File: src/rtl/u8u16_pkg.sv
// Shared types, constants and helpers of the UTF-8 to UTF-16 decoder.
package u8u16_pkg;

    // Replacement character, surrogate bases and code point limits
    localparam logic [15:0] C_REPL_UNIT = 16'hFFFD;
    localparam logic [15:0] C_HI_BASE   = 16'hD800;
    localparam logic [15:0] C_LO_BASE   = 16'hDC00;
    localparam logic [20:0] C_SUPP_BASE = 21'h010000;
    localparam logic [20:0] C_MAX_CP    = 21'h10FFFF;
    localparam logic [20:0] C_MIN_2B    = 21'h000080;
    localparam logic [20:0] C_MIN_3B    = 21'h000800;
    localparam logic [20:0] C_SURR_LO   = 21'h00D800;
    localparam logic [20:0] C_SURR_HI   = 21'h00DFFF;

    // Sequence lengths held in the length register
    localparam logic [2:0] C_LEN_IDLE = 3'd0;
    localparam logic [2:0] C_LEN_2    = 3'd2;
    localparam logic [2:0] C_LEN_3    = 3'd3;
    localparam logic [2:0] C_LEN_4    = 3'd4;

    // Continuation bytes still expected
    localparam logic [1:0] C_PEND_NONE = 2'd0;
    localparam logic [1:0] C_PEND_ONE  = 2'd1;
    localparam logic [1:0] C_PEND_TWO  = 2'd2;
    localparam logic [1:0] C_PEND_THREE = 2'd3;

    // One UTF-16 result request
    typedef struct packed {
        logic [15:0] code_unit;
        logic        replaced;
        logic        terminator;
        logic        last_of_run;
    } t_result;

    function automatic t_result mk_result(input logic [15:0] unit, input logic repl,
                                          input logic term);
        t_result r;
        r.code_unit   = unit;
        r.replaced    = repl;
        r.terminator  = term;
        r.last_of_run = 1'b0;
        return r;
    endfunction

endpackage

File: src/rtl/u8u16_in_if.sv
// Byte input channel: valid/ready handshake with one UTF-8 byte per request.
interface u8u16_in_if;
    logic       valid;
    logic       ready;
    logic [7:0] in_byte;
    logic       last_byte;

    modport source (output valid, output in_byte, output last_byte, input ready);
    modport sink   (input valid, input in_byte, input last_byte, output ready);
endinterface

File: src/rtl/u8u16_out_if.sv
// Unit output channel: valid/ready handshake with one UTF-16 unit per request.
interface u8u16_out_if;
    logic        valid;
    logic        ready;
    logic [15:0] code_unit;
    logic        replaced;
    logic        terminator;
    logic        last_of_run;

    modport source (output valid, output code_unit, output replaced, output terminator,
                    output last_of_run, input ready);
    modport sink   (input valid, input code_unit, input replaced, input terminator,
                    input last_of_run, output ready);
endinterface

File: src/rtl/utf8_to_utf16_decoder.sv
// A byte accepted into the input register is decoded from that register, and its units are
// written into the two-slot result buffer, whose slot 0 drives the output port.
// Throughput: one byte per cycle while no byte yields two units and the output is not stalled;
// two units (surrogate pair, or U+FFFD plus a unit) leave the single-unit port one at a time.
// Reset (synchronous, active low) empties both stages and closes any open sequence.
module utf8_to_utf16_decoder
    import u8u16_pkg::*;
(
    input  logic          i_clk,
    input  logic          i_rst_n,
    u8u16_in_if.sink      i_in,
    u8u16_out_if.source   o_out
);

    // Input register
    logic       r_in_valid;
    logic [7:0] r_in_byte;
    logic       r_in_last;

    // Decoder state
    logic [20:0] r_acc, n_acc;
    logic [1:0]  r_pend, n_pend;
    logic [2:0]  r_len, n_len;

    // Result buffer: two slots, slot 0 is presented
    t_result     r_slot [2];
    t_result     n_slot [2];
    logic [1:0]  r_cnt, n_cnt;

    // Decode results
    t_result     w_res [2];
    logic [1:0]  w_nres;
    logic        w_fire;
    logic        w_pop;
    logic [1:0]  w_rem;

    // Decode helpers
    logic        w_cont;
    logic [20:0] w_acc_sh;
    logic [19:0] w_t;
    logic        w_ok;
    logic        w_fresh;
    logic        w_lead;

    assign i_in.ready = !r_in_valid || w_fire;

    // Input stage
    always_ff @(posedge i_clk) begin
        if (!i_rst_n) begin
            r_in_valid <= 1'b0;
        end else if (i_in.ready) begin
            r_in_valid <= i_in.valid;
        end
        if (i_in.valid && i_in.ready) begin
            r_in_byte <= i_in.in_byte;
            r_in_last <= i_in.last_byte;
        end
    end

    // Per-byte decode
    always_comb begin
        n_acc    = r_acc;
        n_pend   = r_pend;
        n_len    = r_len;
        w_res[0] = '0;
        w_res[1] = '0;
        w_nres   = 2'd0;
        w_fresh  = 1'b0;
        w_lead   = 1'b0;
        w_cont   = (r_in_byte[7:6] == 2'b10);
        w_acc_sh = {r_acc[14:0], r_in_byte[5:0]};
        w_t      = 20'(w_acc_sh - C_SUPP_BASE);

        case (r_len)
            C_LEN_2: w_ok = (w_acc_sh >= C_MIN_2B);
            C_LEN_3: w_ok = (w_acc_sh >= C_MIN_3B)
                            && !((w_acc_sh >= C_SURR_LO) && (w_acc_sh <= C_SURR_HI));
            C_LEN_4: w_ok = (w_acc_sh >= C_SUPP_BASE) && (w_acc_sh <= C_MAX_CP);
            default: w_ok = 1'b0;
        endcase

        if (r_pend != C_PEND_NONE) begin
            if (w_cont) begin
                if (r_pend == C_PEND_ONE) begin
                    // sequence complete: check and emit
                    if (!w_ok) begin
                        w_res[0] = mk_result(C_REPL_UNIT, 1'b1, 1'b0);
                        w_nres   = 2'd1;
                    end else if (r_len == C_LEN_4) begin
                        w_res[0] = mk_result(C_HI_BASE + {6'd0, w_t[19:10]}, 1'b0, 1'b0);
                        w_res[1] = mk_result(C_LO_BASE + {6'd0, w_t[9:0]}, 1'b0, 1'b0);
                        w_nres   = 2'd2;
                    end else begin
                        w_res[0] = mk_result(w_acc_sh[15:0], 1'b0, 1'b0);
                        w_nres   = 2'd1;
                    end
                    n_acc  = '0;
                    n_pend = C_PEND_NONE;
                    n_len  = C_LEN_IDLE;
                end else if (r_in_last) begin
                    // truncated at end of input
                    w_res[0] = mk_result(C_REPL_UNIT, 1'b1, 1'b0);
                    w_nres   = 2'd1;
                    n_acc    = '0;
                    n_pend   = C_PEND_NONE;
                    n_len    = C_LEN_IDLE;
                end else begin
                    n_acc  = w_acc_sh;
                    n_pend = r_pend - 2'd1;
                end
            end else begin
                // broken sequence, then decode this byte afresh
                w_res[0] = mk_result(C_REPL_UNIT, 1'b1, 1'b0);
                w_nres   = 2'd1;
                n_acc    = '0;
                n_pend   = C_PEND_NONE;
                n_len    = C_LEN_IDLE;
                w_fresh  = 1'b1;
            end
        end else begin
            w_fresh = 1'b1;
        end

        if (w_fresh) begin
            if (r_in_byte == 8'h00) begin
                w_res[w_nres[0]] = mk_result(16'h0000, 1'b0, 1'b1);
                w_nres           = w_nres + 2'd1;
            end else if (!r_in_byte[7]) begin
                w_res[w_nres[0]] = mk_result({8'h00, r_in_byte}, 1'b0, 1'b0);
                w_nres           = w_nres + 2'd1;
            end else if (r_in_byte[7:5] == 3'b110) begin
                w_lead = 1'b1;
                n_acc  = {16'd0, r_in_byte[4:0]};
                n_len  = C_LEN_2;
                n_pend = C_PEND_ONE;
            end else if (r_in_byte[7:4] == 4'b1110) begin
                w_lead = 1'b1;
                n_acc  = {17'd0, r_in_byte[3:0]};
                n_len  = C_LEN_3;
                n_pend = C_PEND_TWO;
            end else if (r_in_byte[7:3] == 5'b11110) begin
                w_lead = 1'b1;
                n_acc  = {18'd0, r_in_byte[2:0]};
                n_len  = C_LEN_4;
                n_pend = C_PEND_THREE;
            end else begin
                w_res[w_nres[0]] = mk_result(C_REPL_UNIT, 1'b1, 1'b0);
                w_nres           = w_nres + 2'd1;
            end
            // a lead byte that is also the last byte of the input
            if (w_lead && r_in_last) begin
                w_res[w_nres[0]] = mk_result(C_REPL_UNIT, 1'b1, 1'b0);
                w_nres           = w_nres + 2'd1;
                n_acc            = '0;
                n_pend           = C_PEND_NONE;
                n_len            = C_LEN_IDLE;
            end
        end

        if (w_nres != 2'd0) begin
            w_res[1'(w_nres - 2'd1)].last_of_run = 1'b1;
        end
    end

    // Room check: a byte is decoded only if all its units fit in the buffer
    assign w_pop  = o_out.valid && o_out.ready;
    assign w_rem  = r_cnt - {1'b0, w_pop};
    assign w_fire = r_in_valid && (({1'b0, w_rem} + {1'b0, w_nres}) <= 3'd2);

    // Buffer next state
    always_comb begin
        n_slot[0] = r_slot[0];
        n_slot[1] = r_slot[1];
        if (w_pop) begin
            n_slot[0] = r_slot[1];
        end
        if (w_fire && (w_nres != 2'd0)) begin
            n_slot[w_rem[0]] = w_res[0];
        end
        if (w_fire && (w_nres == 2'd2)) begin
            n_slot[1] = w_res[1];
        end
        n_cnt = w_rem + (w_fire ? w_nres : 2'd0);
    end

    // State and buffer registers
    always_ff @(posedge i_clk) begin
        if (!i_rst_n) begin
            r_acc  <= '0;
            r_pend <= C_PEND_NONE;
            r_len  <= C_LEN_IDLE;
            r_cnt  <= 2'd0;
        end else begin
            r_cnt <= n_cnt;
            if (w_fire) begin
                r_acc  <= n_acc;
                r_pend <= n_pend;
                r_len  <= n_len;
            end
        end
        r_slot[0] <= n_slot[0];
        r_slot[1] <= n_slot[1];
    end

    // Output port
    assign o_out.valid       = (r_cnt != 2'd0);
    assign o_out.code_unit   = r_slot[0].code_unit;
    assign o_out.replaced    = r_slot[0].replaced;
    assign o_out.terminator  = r_slot[0].terminator;
    assign o_out.last_of_run = r_slot[0].last_of_run;

endmodule

File: src/flat_wrapper.sv
// flat-port wrapper written by rule: the top's interface ports become plain ports
module utf8_to_utf16_decoder_flat import u8u16_pkg::*;
  (i_clk, i_rst_n, i_in_valid, i_in_in_byte, i_in_last_byte, i_in_ready, o_out_valid, o_out_code_unit, o_out_replaced, o_out_terminator, o_out_last_of_run, o_out_ready);
  u8u16_in_if i_in_i ();
  u8u16_out_if o_out_i ();
  input  logic i_clk;
  input  logic i_rst_n;
  input wire logic [$bits(i_in_i.valid)-1:0] i_in_valid;
  input wire logic [$bits(i_in_i.in_byte)-1:0] i_in_in_byte;
  input wire logic [$bits(i_in_i.last_byte)-1:0] i_in_last_byte;
  output wire logic [$bits(i_in_i.ready)-1:0] i_in_ready;
  output wire logic [$bits(o_out_i.valid)-1:0] o_out_valid;
  output wire logic [$bits(o_out_i.code_unit)-1:0] o_out_code_unit;
  output wire logic [$bits(o_out_i.replaced)-1:0] o_out_replaced;
  output wire logic [$bits(o_out_i.terminator)-1:0] o_out_terminator;
  output wire logic [$bits(o_out_i.last_of_run)-1:0] o_out_last_of_run;
  input wire logic [$bits(o_out_i.ready)-1:0] o_out_ready;
  assign i_in_i.valid = i_in_valid;
  assign i_in_i.in_byte = i_in_in_byte;
  assign i_in_i.last_byte = i_in_last_byte;
  assign i_in_ready = i_in_i.ready;
  assign o_out_valid = o_out_i.valid;
  assign o_out_code_unit = o_out_i.code_unit;
  assign o_out_replaced = o_out_i.replaced;
  assign o_out_terminator = o_out_i.terminator;
  assign o_out_last_of_run = o_out_i.last_of_run;
  assign o_out_i.ready = o_out_ready;
  utf8_to_utf16_decoder u_core (.i_clk(i_clk), .i_rst_n(i_rst_n), .i_in(i_in_i), .o_out(o_out_i));
endmodule
File: config.mk
export PLATFORM = sky130hd
export DESIGN_NAME = utf8_to_utf16_decoder_flat
export DESIGN_NICKNAME = d
export VERILOG_FILES = /design/src/rtl/u8u16_pkg.sv /design/src/rtl/u8u16_in_if.sv /design/src/rtl/u8u16_out_if.sv /design/src/rtl/utf8_to_utf16_decoder.sv /design/src/flat_wrapper.sv
export SDC_FILE = /design/constraint.sdc
export NUM_CORES = 1
export LEC_CHECK = 0
export BUFFER_PORTS_ARGS = -buffer_cell sky130_fd_sc_hd__buf_2
export CAP_MARGIN = 10
export CORE_AREA = 3 3 108 110
export CTS_CLUSTER_DIAMETER = 200
export DETAILED_ROUTE_END_ITERATION = 6
export DIE_AREA = 0 0 111 113
export GPL_TIMING_DRIVEN = 1
export PLACE_DENSITY = 0.66
export SLEW_MARGIN = 20
export SYNTH_ARGS = -nofsm -noshare
export SYNTH_HDL_FRONTEND = slang
export SYNTH_SLANG_ARGS = --single-unit
File: constraint.sdc
create_clock -name i_clk -period 5.2 [get_ports i_clk]
set_clock_uncertainty 0.05 [all_clocks]
set_input_delay 0.52 -clock i_clk [delete_from_list [all_inputs] [get_ports i_clk]]
set_output_delay 0.52 -clock i_clk [all_outputs]
set_load 0.1 [all_outputs]
==> impl_metrics.ini, run 1 <==
[sta]
tightest_slew_ns = 0.615
min_period_ns = 4.98
slew_viol_final = 0
hold_viol_final = 0
setup_tns_ns = 0
relSlewSlack = 0.587
final.period_utilization = 0.958
final-setup-viol-count = 0
max_freq_mhz = 201
whs_ns = 0.280

[yosys]
syn_area_um2 = 4290
synth_cell_types = 66
synth.ff_latch_count = 70
syn_inst = 494
avgSynthCellArea_um2 = 8.68
synth_nets = 518
yosys_warnings = 0
synth_edf_count = 28
synth_ff_type = dfxtp_1
async_flop_share = 0
ys_seq_area_frac = 0.392

[floorplanning]
num_io_pins = 34
coreArea_um2 = 10800
rows = 38
initial_core_util = 0.398
dieArea_um2 = 12500
dieWidth_um = 111
die_h_um = 113

[critical_path]
crit_arrival_ns = 4.41
crit_type = flip-flop to output port
cp.required_ns = 4.63
critPathLaunchType = flip-flop
crit_path_end_kind = output port
critPathMaxFanout = 8
r2r_cells = 20

[flow_run]
cap_violations = 0

[routing]
wl_per_cell_um = 18.1
vias = 3976
antenna_left = 0
drtPass1Iterations = 5
vias_per_cell = 5.86
first_iter_violations = 380
wirelength_um = 12300
post-route-drc-count = 0

[hold_path]
min_path_cells = 1
hp-class = input port to flip-flop

[cts]
clock-sinks = 70
clk_pin_slew_ns = 0.08
ctsHoldBuffers = 0
clock-root-buffer = clkbuf_8
htreeDepth = 3
cts_made_buffers = 9
clk_path_buf_depth = 2
insertion_delay_ns = 0.36
cts_tree = built

[finish]
post-route-util = 0.460
layout.nets = 558
final_cell_mix = 65 x nand2_1, 41 x buf_4, 41 x dfxtp_1, 38 x o21ai_0, 32 x buf_2
stdcell_count = 679
layout_commonest_cell = nand2_1
layout-drive-gt1-share = 0.237
n_antenna_cell = 0
area_delta_synth_final_pct = 15.8

[placed_design]
dp_hpwl_um = 9090
dp.cells = 660
place_congestion = 0.932
port_buffers = 33

[power]
peakVddDrop_mv = 0.423
powerDensity_nw_per_um2 = 638
fin_total_pwr_mw = 3.17
p_leak_nw = 1.89

[global_route]
grt_max_degree = 25
grt_pass1_wl_um = 19700
overflow = 0
antenna_found_initial = 0
grtUsageTotal = 0.198
grt_pass1_vias = 3814

[status]
status = complete, no violations
kinds of logic after synthesis:
group                      after synthesis  synth area share
AOI/OAI and AO/OA                      147             0.238
muxes                                   22            0.0534
xor gates and xnor gates                 3           0.00613
and+or+nand+nor                        171             0.198
adders and majority gates               11            0.0338
DFF                                     70             0.392
buffers and inverters                   70            0.0793
cell type report:
cell class | instances | area [um2]
Timing Repair Buffer | 75 | 499
Fill cell | 1092 | 5830
Sequential cell | 70 | 1690
Inverter | 24 | 90.1
Multi-Input combinational cell | 354 | 2340
Tap cell | 140 | 175
Clock buffer | 10 | 138
Clock inverter | 6 | 37.5
final timing paths:
path	from	to	slack, ns
hold / removal	i_in_in_byte[4]	u_core.r_in_byte[4]	0.28
hold reg to reg	u_core.r_slot[0][2]	u_core.r_slot[0][2]	0.43
setup / recovery	u_core.r_acc[9]	i_in_ready	0.22
setup reg to reg	u_core.r_acc[9]	u_core.r_slot[0][31]	0.28
per-stage QoR:
step                setup WS [ns]  area, um2
finish                      0.220       4970
global route              -0.0598       4970
CTS                        0.0782       4870
detailed placement          0.123       4700
global placement            0.226       4700
floorplan                 -0.0159       4300
cells in the mapped netlist, types with 3 or more instances:
master	count	area, um2
nor2b_1	18	113
clkbuf_1	26	97.6
a31oi_1	9	56.3
o211ai_1	3	22.5
and2_1	6	37.5
o31ai_1	3	22.5
nor4_1	4	25.0
mux2_2	4	45.0
a21oi_1	20	100
mux2i_1	15	150
mux2_1	3	33.8
dfxtp_1	42	841
o22ai_1	6	37.5
nand3_1	11	55.1
nand2_1	67	251
ha_1	10	125
and3_1	9	56.3
edfxtp_1	28	841
nor2_1	25	93.8
inv_1	24	90.1
nand4_1	6	37.5
buf_4	16	120
o21ai_0	40	200
o21a_1	4	30.0
a22oi_1	14	105
a21boi_0	5	37.5
or4_1	3	22.5
a32oi_1	7	61.3
a221o_1	6	60.1
and4_1	3	26.3
nand2b_1	3	18.8
nor3_1	7	35.0
registers in the layout, indices dropped and copies added, names as in the netlist:
| register | flops |
|---|---|
| u_core.r_slot | 38 |
| u_core.r_acc | 15 |
| u_core.r_in_byte | 8 |
| u_core.r_len | 3 |
| u_core.r_cnt | 2 |
| u_core.r_pend | 2 |
| u_core.r_in_last | 1 |
| u_core.r_in_valid | 1 |
where the power goes:
group          internal [mW]  total, mW  switching, mW
clock                  0.183      0.404          0.220
combinational          0.557       1.97           1.41
sequential             0.736      0.797         0.0617
total                   1.48       3.17           1.69
timing repair:
item | CTS | global route
endpoints found under the setup margin | 0 | 71
setup buffers | 0 | 3
resized for setup | 0 | 22
per-layer routing:
| layer | vias up | GRT usage | wire length, um |
|---|---|---|---|
| met5 | - | 0 | 0 |
| met4 | 0 | 0.0936 | 425 |
| met3 | 39 | 0.0390 | 964 |
| met2 | 192 | 0.308 | 5530 |
| met1 | 1860 | 0.264 | 5360 |
| li1 | 1885 | - | - |
critical path, stage by stage, from the launching register on:
cell	delay [ns]
dfxtp_1	0.51
and3_1	0.23
nand4_1	0.12
o41ai_2	0.45
o31ai_2	0.15
and2_4	0.18
ha_1	0.27
and2_1	0.17
mux2i_2	0.20
mux2i_1	0.26
a21oi_2	0.10
o21a_1	0.14
ha_1	0.20
inv_1	0.08
fa_1	0.43
o21ai_2	0.18
buf_6	0.13
nand2_2	0.07
buf_12	0.17
Note: power is estimated with default switching activity, not from simulation.
==> inputs of run 2 (changes only) <==
REMOVE_ABC_BUFFERS = 1   (was not set)
==> run 2 against run 1 <==
Sequential share of layout area down 0.19 points. Combinational power hardly changed. Final area is 0.40% higher. Critical path type unchanged. Highest routed layer unchanged.
==> impl_metrics.ini, run 2 (synthesis gave the netlist of run 1 again) <==
[floorplanning]
dieArea_um2 = 12500
dieWidth_um = 111
die_h_um = 113
num_io_pins = 34
rows = 38
initial_core_util = 0.398
coreArea_um2 = 10800

[critical_path]
r2r_cells = 18
critPathMaxFanout = 7
critPathLaunch = u_core.r_acc[10]
crit_type = flip-flop to output port
crit_arrival_ns = 4.39
cp.required_ns = 4.63
r2r_slack_ns = 0.27
endpoint = i_in_ready
r2r-end = u_core.r_slot[0][29]
r2r-start = u_core.r_acc[10]
crit_path_end_kind = output port
critPathLaunchType = flip-flop

[cts]
insertion_delay_ns = 0.36
cts_made_buffers = 9
clk_pin_slew_ns = 0.08
clock-root-buffer = clkbuf_8
clock-sinks = 70
clk_path_buf_depth = 2
cts_tree = built
htreeDepth = 3

[flow_run]
cap_violations = 0

[power]
fin_total_pwr_mw = 3.24
p_leak_nw = 1.91
powerDensity_nw_per_um2 = 649
peakVddDrop_mv = 0.429

[status]
status = complete, no violations

[hold_path]
hp-class = input port to flip-flop

[finish]
final_cell_mix = 67 x nand2_1, 41 x dfxtp_1, 40 x buf_4, 38 x o21ai_0, 32 x buf_2
fillers = 1055
largest_registers = u_core.r_slot: 38 flops, u_core.r_acc: 15 flops, u_core.r_in_byte: 8 flops
largest_reg_flops = 38
layout_commonest_cell = nand2_1
layout-drive-gt1-share = 0.216
layout.nets = 557
largest_register = u_core.r_slot
stdcell_count = 678
n_antenna_cell = 0
area_delta_synth_final_pct = 16.2

[placed_design]
port_buffers = 33
place_congestion = 0.954
dp_hpwl_um = 9290
dp.cells = 661

[sta]
final.period_utilization = 0.953
hold_viol_final = 0
setup_tns_ns = 0
min_period_ns = 4.96
slew_viol_final = 0
relSlewSlack = 0.572
max_freq_mhz = 202
whs_ns = 0.279
tightest_slew_ns = 0.637
final-setup-viol-count = 0

[routing]
vias = 3982
antenna_left = 0
wl_per_cell_um = 18.3
vias_per_cell = 5.87
drtPass1Iterations = 5
post-route-drc-count = 0
first_iter_violations = 398
wirelength_um = 12400

[global_route]
grt_max_degree = 25
overflow = 0
antenna_found_initial = 0
grt_pass1_vias = 3802
grt_pass1_wl_um = 19800
grtUsageTotal = 0.197
run 2: cell types whose count changed in the layout (fill, tap and decap cells not counted), moves of 2 or more:
cell / delta
inv_1: +2
bufinv_16: +2
a21oi_2: -2
a21oi_1: +2
nand2_1: +2
inv_2: -2
clkinv_2: -2
clkbuf_1: +2
run 2: what timing repair did:
action                                  CTS  global route
endpoints found under the setup margin   13            76
hold buffers                              0             0
buffers inserted                          0             1
pin swaps                                 0             1
cloned                                    0             0
gates resized for setup                   5            13
run 2: how the worst min path moves through the flow:
stage                               startpoint              endpoint  slack [ns]  cells past startpoint
after floorplan                u_core.r_len[1]       u_core.r_len[1]        0.43                      2
after global placement    u_core.r_slot[0][10]  u_core.r_slot[0][10]        0.42                      2
after detailed placement   u_core.r_slot[0][0]   u_core.r_slot[0][0]        0.42                      2
after CTS                      i_in_in_byte[1]   u_core.r_in_byte[1]        0.27                      1
after global routing           i_in_in_byte[1]   u_core.r_in_byte[1]        0.26                      1
final                           i_in_last_byte      u_core.r_in_last        0.28                      1
run 2: power breakdown:
part           switching [mW]  total (mW)  internal (mW)
clock network           0.206       0.502          0.297
registers              0.0608       0.797          0.736
logic                    1.40        1.94          0.534
run 2: worst max-delay path, cell delays in order (launching register included):
cell,delay (ns)
dfxtp_2,0.34
or4_1,0.68
nor4_2,0.32
a2111oi_1,0.15
a211oi_2,0.27
o21a_1,0.25
nor2_1,0.13
inv_1,0.07
ha_1,0.23
a21oi_1,0.13
nor2_1,0.08
a21oi_1,0.29
fa_1,0.50
o21ai_2,0.18
buf_4,0.14
nand2_1,0.07
buf_6,0.19
run 2: area by class of cell:
class	instances	area (um2)	share of cell area
Timing Repair Buffer	74	483	0.0968
Sequential cell	70	1680	0.337
Multi-Input combinational cell	354	2330	0.467
Inverter	24	90.1	0.0181
Tap cell	140	175	0.0351
Clock buffer	13	159	0.0319
Clock inverter	3	67.6	0.0135
run 2: stage by stage:
step	cell area, um2	setup slack (ns)	utilization
after floorplan	4040	-0.523	-
after global placement	4680	0.150	0.434
after detailed placement	4680	0.00226	0.434
after CTS	4930	0.0336	0.457
after global routing	4990	-0.0407	0.462
final	4990	0.242	0.462
run 2: layer usage:
metal	part of all wire	wire, um	global-route usage
met5	0	0	0
met4	0.026	321	0.0854
met3	0.070	871	0.0465
met2	0.46	5730	0.314
met1	0.44	5500	0.257
==> inputs of run 3 (changes only) <==
ABC_AREA = 1   (was not set)
CORE_AREA = 3 3 110 112   (was 3 3 108 110)
DIE_AREA = 0 0 113 115   (was 0 0 111 113)
==> run 3 against run 2 <==
Count of clock-buffer cells in the layout fell by 1. Sequential power rose by 0.5%. Global-route usage fell by 0.71 points. Area after synthesis rose by 3.4%.
==> impl_metrics.ini, run 3 <==
[status]
status = complete, no violations

[finish]
final_cell_mix = 191 x nand2_1, 63 x inv_1, 56 x nor2_1, 54 x o21ai_0, 45 x nand3_1
largest_reg_flops = 38
stdcell_count = 818
largest_register = u_core.r_slot
n_antenna_cell = 0
largest_registers = u_core.r_slot: 38 flops, u_core.r_acc: 15 flops, u_core.r_in_byte: 8 flops
layout.nets = 694
area_delta_synth_final_pct = 14.1
layout_commonest_cell = nand2_1
layout-drive-gt1-share = 0.151

[yosys]
yosysMostFrequentCell = nand2_1
synth_area_leaders = dfxtp_1 19%, edfxtp_1 19%, nand2_1 16%, o21ai_0 6.1%, inv_1 5.3%
synth_edf_count = 28
yosys_warnings = 0
synth_cell_types = 44
async_flop_share = 0
syn_inst = 644
synth.ff_latch_count = 70
synth_top_area_share = 0.189
ys_seq_area_frac = 0.379
avgSynthCellArea_um2 = 6.89
syn_area_um2 = 4440
synth_commonest_cells = 191 x nand2_1, 63 x inv_1, 56 x nor2_1, 54 x o21ai_0, 45 x nand3_1
synth_top_cell_by_area = dfxtp_1
synth_ff_type = dfxtp_1

[critical_path]
crit_arrival_ns = 4.20
critPathLaunch = u_core.r_acc[10]
critPathLaunchType = flip-flop
cpMaxStageDelayCell = fa_1
crit_path_end_kind = output port
critPathMaxFanout = 6
r2r-end = u_core.r_slot[0][32]
endpoint = i_in_ready
crit_type = flip-flop to output port
max_stage_delay_ns = 0.44
r2r_cells = 32
r2r_slack_ns = 0.46
cp.required_ns = 4.63
r2r-start = u_core.r_acc[10]

[floorplanning]
dieWidth_um = 113
die_h_um = 115
rows = 39
coreArea_um2 = 11300
dieArea_um2 = 13000
initial_core_util = 0.392
num_io_pins = 34

[power]
switching_share = 0.506
p_leak_nw = 2.24
switchingPower_mw = 1.68
p_int_mw = 1.63
fin_total_pwr_mw = 3.31
powerDensity_nw_per_um2 = 654
clockPowerShare = 0.200
p_comb_frac = 0.558
p_seq_frac = 0.242
peakVddDrop_mv = 0.417

[routing]
wirelength_um = 12000
vias = 4246
antenna_left = 0
wl_per_cell_um = 14.6
first_iter_violations = 330
post-route-drc-count = 0
vias_per_cell = 5.19
drtPass1Iterations = 5

[sta]
tightest_slew_ns = 0.692
final.period_utilization = 0.918
relSlewSlack = 0.537
hold_viol_final = 0
final-setup-viol-count = 0
min_period_ns = 4.77
rsz0062_at_grt = no
max_freq_mhz = 210
slew_viol_final = 0

[cts]
insertion_delay_ns = 0.34
cts_tree = built
clock-sinks = 70
cts_made_buffers = 9
clock-root-buffer = clkbuf_16
ctsHoldBuffers = 0
clk_pin_slew_ns = 0.05
htreeDepth = 3
clk_path_buf_depth = 2

[flow_run]
cap_violations = 0

[global_route]
antenna_found_initial = 0
grt_max_degree = 22
grtUsageTotal = 0.190
grtUsageMet3 = 0.0395
grt_pass1_vias = 3970
grt-busiest-layer = met2
use_met1 = 0.251
grt_pass1_wl_um = 19600
met2_usage = 0.297
overflow = 0

[placed_design]
place_congestion = 0.973
port_buffers = 33
dp.cells = 802
dp_hpwl_um = 9150

[hold_path]
hp-class = input port to flip-flop
## run 3: changes by cell type after synthesis, moves of 9 or more
cell and delta:
a21oi_1 +15, a22oi_1 -14, clkbuf_1 -13, nor2_1 +31, o21ai_0 +14, or2_2 +13, and3_1 -9, nand3_1 +34
nand2_1 +124, nor2b_1 -18, mux2i_1 -15, inv_1 +39
## run 3: worst min-delay path by stage
stage	startpoint	end	slack (ns)	cells past startpoint
after floorplan	u_core.r_acc[14]	u_core.r_acc[14]	0.41	2
after global placement	u_core.r_acc[11]	u_core.r_acc[11]	0.43	2
after detailed placement	u_core.r_acc[11]	u_core.r_acc[11]	0.43	2
after CTS	i_in_in_byte[0]	u_core.r_in_byte[0]	0.29	1
after global routing	i_in_in_byte[3]	u_core.r_in_byte[3]	0.29	1
final	i_in_in_byte[0]	u_core.r_in_byte[0]	0.31	1
## run 3: routing by layer
| metal | wire length, um | vias to the layer above |
|---|---|---|
| met5 | 0 | - |
| met4 | 301 | 0 |
| met3 | 723 | 21 |
| met2 | 5480 | 150 |
| met1 | 5460 | 1921 |
| li1 | - | 2154 |
## run 3: repair_timing
| action | 4_1_cts | 5_1_grt |
|---|---|---|
| gates resized for setup | 0 | 3 |
| endpoints found under the setup margin | 0 | 17 |
| setup buffers | 0 | 0 |
## run 3: cells by family (layout without fill, tap and decap cells)
group,after synthesis,after routing,synth area share
simple gates,335,335,0.322
fa+ha+maj,11,11,0.0327
xor+xnor,3,3,0.00592
flops,70,70,0.379
compound gates,118,118,0.151
buf+inv,107,138,0.110
## run 3: layout make-up
| type | instances | area [um2] |
|---|---|---|
| Sequential cell | 70 | 1680 |
| Clock buffer | 12 | 256 |
| Fill cell | 1176 | 6260 |
| Clock inverter | 4 | 70.1 |
| Tap cell | 143 | 179 |
| Inverter | 69 | 262 |
| Multi-Input combinational cell | 467 | 2280 |
| Timing Repair Buffer | 53 | 338 |
## run 3: power groups by stage
stage	Combinational, mW	Sequential [mW]	Clock [mW]
after floorplan	0.855	1.35	0
after global placement	1.82	0.807	0
after detailed placement	1.83	0.811	0
after CTS	1.84	0.801	0.682
after global routing	2.01	0.817	0.706
final	1.85	0.801	0.661
## run 3: critical path, delay by kind of cell, from the launching register on
family          cells  cell delay (ns)
flops               1             0.36
buf+inv             9             0.81
simple gates       13             1.14
compound gates      3             0.48
fa+ha+maj           4             1.08
## run 3: per-stage QoR
| stage | setup slack, ns | util | instance area (um2) | setup TNS [ns] | hold slack [ns] |
|---|---|---|---|---|---|
| after floorplan | -0.300 | - | 4210 | -5.70 | 0.408 |
| after global placement | 0.566 | 0.417 | 4720 | 0 | 0.426 |
| after detailed placement | 0.413 | 0.417 | 4720 | 0 | 0.429 |
| after CTS | 0.377 | 0.446 | 5050 | 0 | 0.287 |
| after global routing | 0.00836 | 0.447 | 5060 | 0 | 0.290 |
| final | 0.428 | 0.447 | 5060 | 0 | 0.308 |
